### config.mk
export PLATFORM = sky130hd
export DESIGN_NAME = epsilon_nfa_acceptor_core
export DESIGN_NICKNAME = d
export VERILOG_FILES = /design/src/rtl/enfa_pkg.sv /design/src/rtl/epsilon_nfa_acceptor_core.sv /design/src/rtl/enfa_ram.sv
export SDC_FILE = /design/constraint.sdc
export NUM_CORES = 2
export LEC_CHECK = 0
export ABC_CLOCK_PERIOD_IN_PS = 6000
export BUFFER_PORTS_ARGS = -buffer_cell sky130_fd_sc_hd__buf_2
export CORE_MARGIN = 4
export CORE_UTILIZATION = 33
export DETAILED_ROUTE_END_ITERATION = 16
export PLACE_DENSITY = 0.54
export SYNTH_ARGS = -nofsm -noshare
export SYNTH_HDL_FRONTEND = slang
export SYNTH_HIERARCHICAL = 1
export SYNTH_SLANG_ARGS = --single-unit
### constraint.sdc
create_clock -name clk -period 6 [get_ports clk]
set_input_delay 0.9 -clock clk [delete_from_list [all_inputs] [get_ports clk]]
set_output_delay 0.9 -clock clk [all_outputs]
set_load 0.01 [all_outputs]
### src/rtl/enfa_pkg.sv
`default_nettype none
// ----------------------------------------------------------------------------
// enfa_pkg
// Shared types and constants for the epsilon-NFA acceptor: sizes, the layout
// of one transition table entry, item function codes and register indexes.
// ----------------------------------------------------------------------------
package enfa_pkg;

  // automaton sizes
  localparam int MAX_STATES      = 32;
  localparam int MAX_TRANSITIONS = 64;

  // table addressing, count holds 0 .. MAX_TRANSITIONS
  localparam int TBL_AW = (MAX_TRANSITIONS > 1) ? $clog2(MAX_TRANSITIONS) : 1;
  localparam int CNT_W  = $clog2(MAX_TRANSITIONS + 1);
  localparam logic [CNT_W-1:0] TBL_DEPTH = CNT_W'(MAX_TRANSITIONS);

  // states that exist, and the largest state count usable on a 32-bit mask
  localparam logic [31:0] STATE_MASK =
    (MAX_STATES >= 32) ? 32'hFFFF_FFFF : 32'((64'd1 << MAX_STATES) - 64'd1);
  localparam logic [5:0] STATE_CAP = (MAX_STATES < 32) ? 6'(MAX_STATES) : 6'd32;

  // one transition table entry
  typedef struct packed {
    logic [7:0] label;
    logic [4:0] src;
    logic [4:0] dst;
  } trans_t;

  localparam int TRANS_W = $bits(trans_t);

  // item function codes
  localparam logic [1:0] FN_LOAD   = 2'd0;
  localparam logic [1:0] FN_START  = 2'd1;
  localparam logic [1:0] FN_FEED   = 2'd2;
  localparam logic [1:0] FN_FINISH = 2'd3;

  // configuration register indexes
  localparam logic REG_NUM_STATES = 1'b0;
  localparam logic REG_EPS_SYMBOL = 1'b1;

endpackage
`default_nettype wire

### src/rtl/epsilon_nfa_acceptor_core.sv
`default_nettype none
// ----------------------------------------------------------------------------
// epsilon_nfa_acceptor_core
// Epsilon-NFA simulator over a byte stream with a loadable transition table.
// ----------------------------------------------------------------------------
// One item is taken at a time; in_ready is high only while the sequencer is
// idle, and a finished result waits in the output register without holding up
// the next item. Load and start items go straight to the result state. A
// feed item runs closure passes and then one move pass on its symbol, and a
// finish item runs closure passes only; the number of closure passes is at
// least 1 and at most one more than the number of states added. Every pass
// reads each loaded transition once through the single table read port and
// one shared match unit.
// Without a start item, feed and finish work on the set left by the previous
// item; reset leaves only state 0 active and the table empty.
// ----------------------------------------------------------------------------
module epsilon_nfa_acceptor_core (
  input  wire logic        clk,
  input  wire logic        rst,
  // configuration
  input  wire logic        cfg_we,
  input  wire logic        cfg_index,
  input  wire logic [7:0]  cfg_data,
  // input items
  input  wire logic        in_valid,
  output logic             in_ready,
  input  wire logic [1:0]  func,
  input  wire logic [7:0]  symbol,
  input  wire logic [4:0]  from_state,
  input  wire logic [4:0]  to_state,
  // result items
  output logic             out_valid,
  input  wire logic        out_ready,
  output logic [31:0]      active_set,
  output logic             accepted,
  output logic             table_full
);

  import enfa_pkg::*;

  typedef enum logic [3:0] {
    ST_IDLE = 4'b0001,
    ST_CLOS = 4'b0010,
    ST_MOVE = 4'b0100,
    ST_RESP = 4'b1000
  } state_t;

  state_t state, state_next;

  // configuration registers
  logic [5:0] num_states;
  logic [7:0] eps_symbol;

  // automaton state
  logic [31:0]      active_states;
  logic [CNT_W-1:0] trans_count;

  // item and working registers
  logic [1:0]       func_q;
  logic [7:0]       sym_q;
  logic [31:0]      work_set;
  logic [31:0]      acc_set;
  logic [CNT_W-1:0] scan_idx;
  logic             rd_vld;
  logic             res_acc;
  logic             res_full;

  // table port signals
  logic              tbl_we;
  logic              tbl_re;
  logic [TRANS_W-1:0] tbl_rdata;
  trans_t            tbl_wentry;
  trans_t            rd_entry;

  // datapath helpers
  logic        in_xfer;
  logic        out_free;
  logic        scan_issue;
  logic        pass_end;
  logic [7:0]  match_label;
  logic [31:0] hit_bit;
  logic [31:0] acc_merged;
  logic [31:0] acc_masked;
  logic [5:0]  ns_clamped;
  logic [4:0]  accept_idx;

  assign in_ready = (state == ST_IDLE);
  assign in_xfer  = in_valid && in_ready;
  assign out_free = !out_valid || out_ready;

  // transition table
  assign tbl_wentry = '{label: symbol, src: from_state, dst: to_state};
  assign tbl_we     = in_xfer && (func == FN_LOAD) && (trans_count < TBL_DEPTH);
  assign scan_issue = ((state == ST_CLOS) || (state == ST_MOVE)) &&
                      (scan_idx < trans_count);
  assign tbl_re     = scan_issue;

  enfa_ram #(
    .WIDTH (TRANS_W),
    .DEPTH (MAX_TRANSITIONS)
  ) u_table (
    .clk   (clk),
    .we    (tbl_we),
    .waddr (trans_count[TBL_AW-1:0]),
    .wdata (tbl_wentry),
    .re    (tbl_re),
    .raddr (scan_idx[TBL_AW-1:0]),
    .rdata (tbl_rdata)
  );

  // shared match unit: one table entry against the pass's base set
  always_comb begin
    rd_entry    = trans_t'(tbl_rdata);
    match_label = (state == ST_CLOS) ? eps_symbol : sym_q;
    hit_bit     = '0;
    if (rd_vld && (rd_entry.label == match_label) && work_set[rd_entry.src]) begin
      hit_bit[rd_entry.dst] = 1'b1;
    end
    acc_merged = acc_set | hit_bit;
    acc_masked = acc_set & STATE_MASK;
  end

  assign pass_end = (scan_idx == trans_count) && !rd_vld;

  // accepting state index with out-of-range counts clamped
  always_comb begin
    if (num_states == 6'd0) begin
      ns_clamped = 6'd1;
    end else if (num_states > STATE_CAP) begin
      ns_clamped = STATE_CAP;
    end else begin
      ns_clamped = num_states;
    end
    accept_idx = 5'(ns_clamped - 6'd1);
  end

  // sequencer
  always_comb begin
    state_next = state;
    unique case (state)
      ST_IDLE: begin
        if (in_xfer) begin
          if ((func == FN_FEED) || (func == FN_FINISH)) begin
            state_next = ST_CLOS;
          end else begin
            state_next = ST_RESP;
          end
        end
      end
      ST_CLOS: begin
        if (pass_end && (acc_masked == work_set)) begin
          state_next = (func_q == FN_FEED) ? ST_MOVE : ST_RESP;
        end
      end
      ST_MOVE: begin
        if (pass_end) begin
          state_next = ST_RESP;
        end
      end
      ST_RESP: begin
        if (out_free) begin
          state_next = ST_IDLE;
        end
      end
      default: state_next = ST_IDLE;
    endcase
  end

  always_ff @(posedge clk) begin
    if (rst) begin
      state <= ST_IDLE;
    end else begin
      state <= state_next;
    end
  end

  // configuration writes
  always_ff @(posedge clk) begin
    if (rst) begin
      num_states <= 6'd32;
      eps_symbol <= 8'd0;
    end else if (cfg_we) begin
      unique case (cfg_index)
        REG_NUM_STATES: num_states <= cfg_data[5:0];
        REG_EPS_SYMBOL: eps_symbol <= cfg_data;
        default: ;
      endcase
    end
  end

  // control state: table fill, active set, read pipeline
  always_ff @(posedge clk) begin
    if (rst) begin
      trans_count   <= '0;
      active_states <= 32'd1;
      rd_vld        <= 1'b0;
      scan_idx      <= '0;
    end else begin
      rd_vld <= scan_issue;
      if (scan_issue) begin
        scan_idx <= scan_idx + CNT_W'(1);
      end
      if (tbl_we) begin
        trans_count <= trans_count + CNT_W'(1);
      end
      if (in_xfer) begin
        scan_idx <= '0;
        if (func == FN_START) begin
          active_states <= 32'd1;
        end
      end
      if ((state == ST_CLOS) && pass_end) begin
        scan_idx <= '0;
        if ((acc_masked == work_set) && (func_q == FN_FINISH)) begin
          active_states <= acc_masked;
        end
      end
      if ((state == ST_MOVE) && pass_end) begin
        active_states <= acc_masked;
      end
    end
  end

  // working sets and result fields
  always_ff @(posedge clk) begin
    if (in_xfer) begin
      func_q   <= func;
      sym_q    <= symbol;
      work_set <= active_states;
      acc_set  <= active_states;
      res_acc  <= 1'b0;
      res_full <= (func == FN_LOAD) && (trans_count >= TBL_DEPTH);
    end else if (state == ST_CLOS) begin
      if (pass_end) begin
        if (acc_masked != work_set) begin
          // set grew: run another closure pass from the larger set
          work_set <= acc_masked;
          acc_set  <= acc_masked;
        end else if (func_q == FN_FEED) begin
          // closure settled: move pass starts from an empty set
          acc_set <= '0;
        end else begin
          res_acc <= acc_masked[accept_idx];
        end
      end else begin
        acc_set <= acc_merged;
      end
    end else if ((state == ST_MOVE) && !pass_end) begin
      acc_set <= acc_merged;
    end
  end

  // output register
  always_ff @(posedge clk) begin
    if (rst) begin
      out_valid <= 1'b0;
    end else if ((state == ST_RESP) && out_free) begin
      out_valid <= 1'b1;
    end else if (out_ready) begin
      out_valid <= 1'b0;
    end
  end

  always_ff @(posedge clk) begin
    if ((state == ST_RESP) && out_free) begin
      active_set <= active_states;
      accepted   <= res_acc;
      table_full <= res_full;
    end
  end

endmodule
`default_nettype wire

### src/rtl/enfa_ram.sv
`default_nettype none
// ----------------------------------------------------------------------------
// enfa_ram
// Generic simple dual-port RAM: one write port, one read port with
// registered read data.
// ----------------------------------------------------------------------------
module enfa_ram #(
  parameter int WIDTH = 18,
  parameter int DEPTH = 64
) (
  input  wire logic                                      clk,
  input  wire logic                                      we,
  input  wire logic [((DEPTH > 1) ? $clog2(DEPTH) : 1)-1:0] waddr,
  input  wire logic [WIDTH-1:0]                          wdata,
  input  wire logic                                      re,
  input  wire logic [((DEPTH > 1) ? $clog2(DEPTH) : 1)-1:0] raddr,
  output logic      [WIDTH-1:0]                          rdata
);

  logic [WIDTH-1:0] mem [DEPTH];

  // write port
  always_ff @(posedge clk) begin
    if (we) begin
      mem[waddr] <= wdata;
    end
  end

  // registered read port
  always_ff @(posedge clk) begin
    if (re) begin
      rdata <= mem[raddr];
    end
  end

endmodule
`default_nettype wire
Word-level counts from Yosys, hierarchy flattened
Memories as Yosys holds them, arrays and structs flattened. A register that Yosys moved wholly into a read port is not among the register bits. Cells that the tools add are included.

Bitwise operators: 4. Equal/unequal tests: 19. Reductions and logical operators: 35. Order comparisons: 8. Add/sub/neg operators: 3. Muxes and demuxes: 36.

Operators with widths (count): $mux W32 (16); $eq A32 B32 Y1 (1); $ne A32 B32 Y1 (1); $or A32 B32 Y32 (1); $mux W4 (6); $lt A5 B6 Y1 const B (3); $pmux W4 S4 (1); $logic_and A1 B1 Y1 (15); $add A7 B1 Y7 const B (2); $bmux W1 S5 (2); $mux W5 (2); $eq A2 B2 Y1 const B (4); $eq A8 B8 Y1 (1); $mux W8 (1); $reduce_and A4 Y1 (2); $reduce_bool A2 Y1 (4); $eq A7 B7 Y1 (1); $ge A7 B7 Y1 const B (1); $lt A7 B7 Y1 (1); $lt A7 B7 Y1 const B (1); $mux W1 (7); $gt A6 B6 Y1 const B (1); $logic_not A6 Y1 (1); $reduce_and A3 Y1 (2); 19 further kinds (28).

Bits in writable memories: 1152. Flip-flop bits (word level): 176. Memories: 1.

Memories: u_table.mem (words 64, width 18, read ports 1, clocked after memory_dff 1, write ports 1, RTL line enfa_ram.sv:20) `logic [WIDTH-1:0] mem [DEPTH];`.

Logic depth before layout (Yosys ltp)
Depth in word-level cells: 10. Depth in mapped cells: 11.

Cells and area by module
Netlist, hierarchy kept.

Modules (own cells, without submodules): enfa_ram (sequential area each 35133.7 um^2, area each 44801.7 um^2, cells an instance 1957, instances 1); epsilon_nfa_acceptor_core (sequential area each 4614.4 um^2, area each 8670.8 um^2, cells an instance 824, instances 1).

Worst setup path after synthesis
Ideal clock, no wire load.

Path kind: reg-to-reg. Start point: reg trans_count[4]. End point: reg work_set[0] (enable). Arrival time: 3.868 ns. Slack: 1.662 ns. Stages on the path, launching flop included: 7. Cell sequence: dfxtp_1 -> inv_1 -> ha_1 -> nand4_1 -> or2_2 -> clkbuf_1 -> o31ai_1.

Longest elaborated chain between the ends: 4.

RTL lines: start, declared (RTL line epsilon_nfa_acceptor_core.sv:56) `logic [CNT_W-1:0] trans_count;`; start signal, assigned (RTL line epsilon_nfa_acceptor_core.sv:204) `trans_count <= trans_count + CNT_W'(1);`; $eq A7 B7 Y1 (RTL line epsilon_nfa_acceptor_core.sv:123) `assign pass_end = (scan_idx == trans_count) && !rd_vld;`; $logic_and A1 B1 Y1 (RTL line epsilon_nfa_acceptor_core.sv:123); $reduce_bool A2 Y1 (no line); $reduce_and A3 Y1 (no line); end signal, assigned (RTL line epsilon_nfa_acceptor_core.sv:229) `work_set <= active_states;`; end signal, assigned (RTL line epsilon_nfa_acceptor_core.sv:237) `work_set <= acc_masked;`; end, declared (RTL line epsilon_nfa_acceptor_core.sv:61) `logic [31:0] work_set;`.

Every way passes these cells. A chain may end at the register's enable or synchronous reset.

Worst setup path in the final report
Start point: reg state[0]. End point: mem u_table.mem[46][2] (enable).

Longest elaborated chain between the ends: 6.

RTL lines: start, declared (RTL line epsilon_nfa_acceptor_core.sv:48) `state_t state, state_next;`; start signal, assigned (RTL line epsilon_nfa_acceptor_core.sv:173) `state <= state_next;`; $eq A4 B1 Y1 (RTL line epsilon_nfa_acceptor_core.sv:87) `assign in_ready = (state == ST_IDLE);`; $logic_and A1 B1 Y1 (RTL line epsilon_nfa_acceptor_core.sv:88) `assign in_xfer = in_valid && in_ready;`; $logic_and A1 B1 Y1 (2 in a row) (RTL line epsilon_nfa_acceptor_core.sv:93) `assign tbl_we = in_xfer && (func == FN_LOAD) && (trans_count < TBL_DEPTH);`; net tbl_we (RTL line epsilon_nfa_acceptor_core.sv:69) `logic tbl_we;`; $mux W1 (RTL line enfa_ram.sv:24) `if (we) begin`; $mux W1 (implied by the code) (RTL line enfa_ram.sv:25) `mem[waddr] <= wdata;`; end, declared (RTL line enfa_ram.sv:20).

The timed path passes the listed nets, and every way through them passes these cells.

==> reports/results.tsv <==
stage	metric	value	unit
run_status	status	finished, final reports clean	
routing	detailed-routing iteration count for the pre-antenna-repair pass	5	
synth	number of enable-type register cells in the synthesized netlist	1279	
clocking	maximum clock insertion buffer count	3	
synth	largest area contributor in the synthesized netlist	edfxtp_1	
timing	final hold violation count	0	
clocking	clock tree from TritonCTS	built	
timing	setup repair after global routing missed its margin	false	
synth	post-synthesis instance area	53500	um2
timing	min cycle time layout	4.02	ns
power_and_ir_drop	pwr dens	324	nW/um2
timing	final worst-path cycle share	0.671	
routing	number of routed nets with antenna violations	0	
layout	fraction of final layout cells with drive strength greater than 1	0.256	
synth	total number of yosys warnings	6	
worst_setup_path	worst setup path category	flop to flop	
min_path	min-delay worst type	primary input to flop	
floorplan	number of placed I/O pins	70	
routing	routed wire length	135000	um
routing	Routed wire per std cell	25.9	um
floorplan	starting utilization of the core area	0.333	
clocking	post-CTS setup buffers	0	
power_and_ir_drop	cell leakage power	18.6	nW
synth	Net Count, Synth	2825	
timing	Pins Over Slew Limit	0	
worst_setup_path	largest stage delay on the critical path	1.00	ns
clocking	Clock Root Buffer	clkbuf_16	
power_and_ir_drop	peak ir drop on the vdd network	0.298	mV
synth	cell types occupying the most area after synthesis	edfxtp_1, mux4_2, dfxtp_1	
floorplan	area of the die	169000	um2
floorplan	die boundary height	411	um
clocking	Post-CTS Resized	0	
worst_setup_path	kind of start point of the critical path	flop	
global_route	largest net degree at the start of global routing	95	
layout	storage element area	39800	um2
synth	Seq/Total Area, Yosys	0.743	
clocking	clock sinks	1346	
routing	average vias per placed instance	5.20	
placed_design	final weighted congestion in routability-driven placement	0.860	
synth	commonest register cell after synthesis	edfxtp_1	
worst_setup_path	list of cells traversed by the critical path	nor4b_2 > nand2_1 > nor4_4 > nor2b_1 > nand3_1 > nor2_2	
global_route	antenna violations before repair	5	
global_route	overflow left after global routing	0	
worst_setup_path	critical path arrival	4.39	ns
routing	DRC viols	0	
worst_setup_path	required time reported for the critical path endpoint	6.37	ns
global_route	overall track demand over capacity in global routing	0.160	
run	max capacitance violation total	0	
worst_setup_path	Critical-path top delay cell	nor2_2	
placed_design	count of input and output buffers	69	
timing	accumulated negative setup slack	0	ns
min_path	number of stages on the worst hold path	3	
clocking	TritonCTS buffer count	140	
synth	Mapped Cells	2781	
timing	headroom to the max-slew limit	0.128	
placed_design	DPL Wire Length	79800	um
routing	initial DRC count	2893	
layout	post-layout util	0.381	
layout	Synth-to-Final Area Change	14.6	%
synth	share of synthesized flip-flops with an asynchronous set or reset	0	
layout	Layout Nets	2989	
synth	area fraction of the dominant cell type after synthesis	0.718	
timing	peak clock frequency supported by timing	0.248	GHz
power_and_ir_drop	fraction of power consumed by sequential logic	0.534	
power_and_ir_drop	proportion of power drawn by the clock network	0.426	
power_and_ir_drop	internal power component	15.6	mW
worst_setup_path	reg2reg path depth	6	
synth	Netlist cell types	67	
global_route	wire length of the first global-routing pass	198000	um
timing	final clock skew	0.0205	ns
synth	number of synthesized register bits	1346	
layout	Fill cells	14730	
clocking	CTS Hold Bufs	0	
floorplan	area of the core	161000	um2
clocking	worst-skew pair later-pin latency	0.76	ns
clocking	depth of the CTS H-tree	4	
floorplan	Die Width	411	um
synth	synthesized area divided by synthesized cell count	19.2	um2
layout	combined area of the multi-input logic cells	13100	um2
clocking	clock-pin slew reported for the worst setup and hold paths after clock tree synthesis	0.06	ns
power_and_ir_drop	share of total power in combinational logic	0.039	
timing	transition time at the pin with the least slew margin	1.29	ns
routing	vias after detailed routing	27141	
power_and_ir_drop	share of total power consumed by net switching	0.217	
power_and_ir_drop	reported net switching power	4.31	mW
floorplan	count of standard-cell rows	147	
timing	number of endpoints failing setup at the final stage	0	
worst_setup_path	top fanout value on the critical path	18	
worst_setup_path	Critical Path Sink Type	flop	
global_route	vias in the first global route	27456	
-- flip-flops by register name, indices dropped and copies added (netlist names), 2 cells and up --
name,flops
active_states,32
active_set,32
sym_q,8
u_table/mem,1152
scan_idx,7
eps_symbol,8
u_table/rdata,18
num_states,6
work_set,32
func_q,2
state,4
acc_masked,32
trans_count,7
-- logic make-up after synthesis --
family	after synthesis	share of synthesized area
and+or+nand+nor	498	0.0424
muxes	439	0.156
buffers and inverters	167	0.0162
DFF	1346	0.743
adders and majority gates	10	0.00234
AOI/OAI and AO/OA	272	0.0315
xor gates and xnor gates	49	0.00803
-- cell usage in the layout (no fill, tap or decap), drive strengths merged, types with 4 or more instances in the layout --
cell type,instances
o31ai,5
nand3b,6
xnor2,45
a211oi,21
clkbuf,171
mux4,315
a22oi,36
xor2,4
nor3,20
o21ai,97
a31oi,4
nand3,24
clkinv,64
or3,18
a211o,4
mux2,15
nor2,131
a21oi,54
nor4b,5
nand2,223
bufinv,10
o22ai,26
nand2b,11
buf,170
inv,24
dfxtp,67
nor2b,16
edfxtp,1279
nor4,7
mux2i,109
nand4,18
ha,10
-- per-stage QoR --
stage	area (um2)	cells	setup slack [ns]	power, mW	hold WS [ns]
after floorplan	53500	2781	1.66	11.2	0.400
after global routing	61300	5216	1.81	20.6	0.386
after global placement	56800	4963	2.09	11.6	0.405
final	61300	5218	1.98	19.9	0.395
after detailed placement	56800	4963	2.08	11.6	0.407
after CTS	61300	5216	2.11	20.1	0.346
-- final timing paths --
kind,from,endpoint,slack [ns]
worst min-delay path,cfg_data[3],num_states[3],0.39
worst min register to register,res_full,table_full,0.42
worst max-delay path,state[0],u_table/mem[46][2],1.98
worst max register to register,state[0],u_table/mem[46][2],1.98
-- final cells by class --
cell class	instances	share of cell area
antenna	2	0.0000817
clock buffer	171	0.0606
clock inverter	82	0.0122
inverter	19	0.00116
multi-input combinational	1268	0.213
sequential	1346	0.649
tap	2160	0.0441
timing repair buffer	170	0.0196
-- synth_stat cells (all sizes together), types with 4 or more instances --
library cell and instances:
nor4 7, or3 18, xor2 4, a211oi 21
nor2 131, o22ai 26, nand4 18, mux4 315
nand3b 6, a22oi 36, a31oi 4, a211o 4
mux2 15, buf 75, mux2i 109, clkbuf 73
nor2b 16, ha 10, inv 18, o31ai 5
xnor2 45, a21oi 54, nand2 223, nand2b 11
dfxtp 67, edfxtp 1279, nor3 20, o21ai 97
nand3 24, nor4b 5
-- power groups by stage --
stage          Combinational [mW]  Clock (mW)  Sequential [mW]
2_1_floorplan               0.433           0             10.8
3_3_place_gp                0.781           0             10.8
3_5_place_dp                0.790           0             10.8
4_1_cts                     0.794        8.69             10.6
5_1_grt                     0.858        9.10             10.6
6_report                    0.782        8.48             10.6
-- critical path, delay by kind of cell, from the launching register on --
family           cells  cell delay (ns)
flip-flops           1             0.43
AND/OR/NAND/NOR      6             3.18
-- layer usage --
layer | up-vias | track usage | part of all wire
met4 | 2 | 0.0427 | 0.022
met1 | 14325 | 0.227 | 0.44
met3 | 205 | 0.0280 | 0.064
li1 | 11639 | - | -
met5 | - | 0 | 0.000052
met2 | 970 | 0.256 | 0.48
Power figures use the tool's default switching activity.
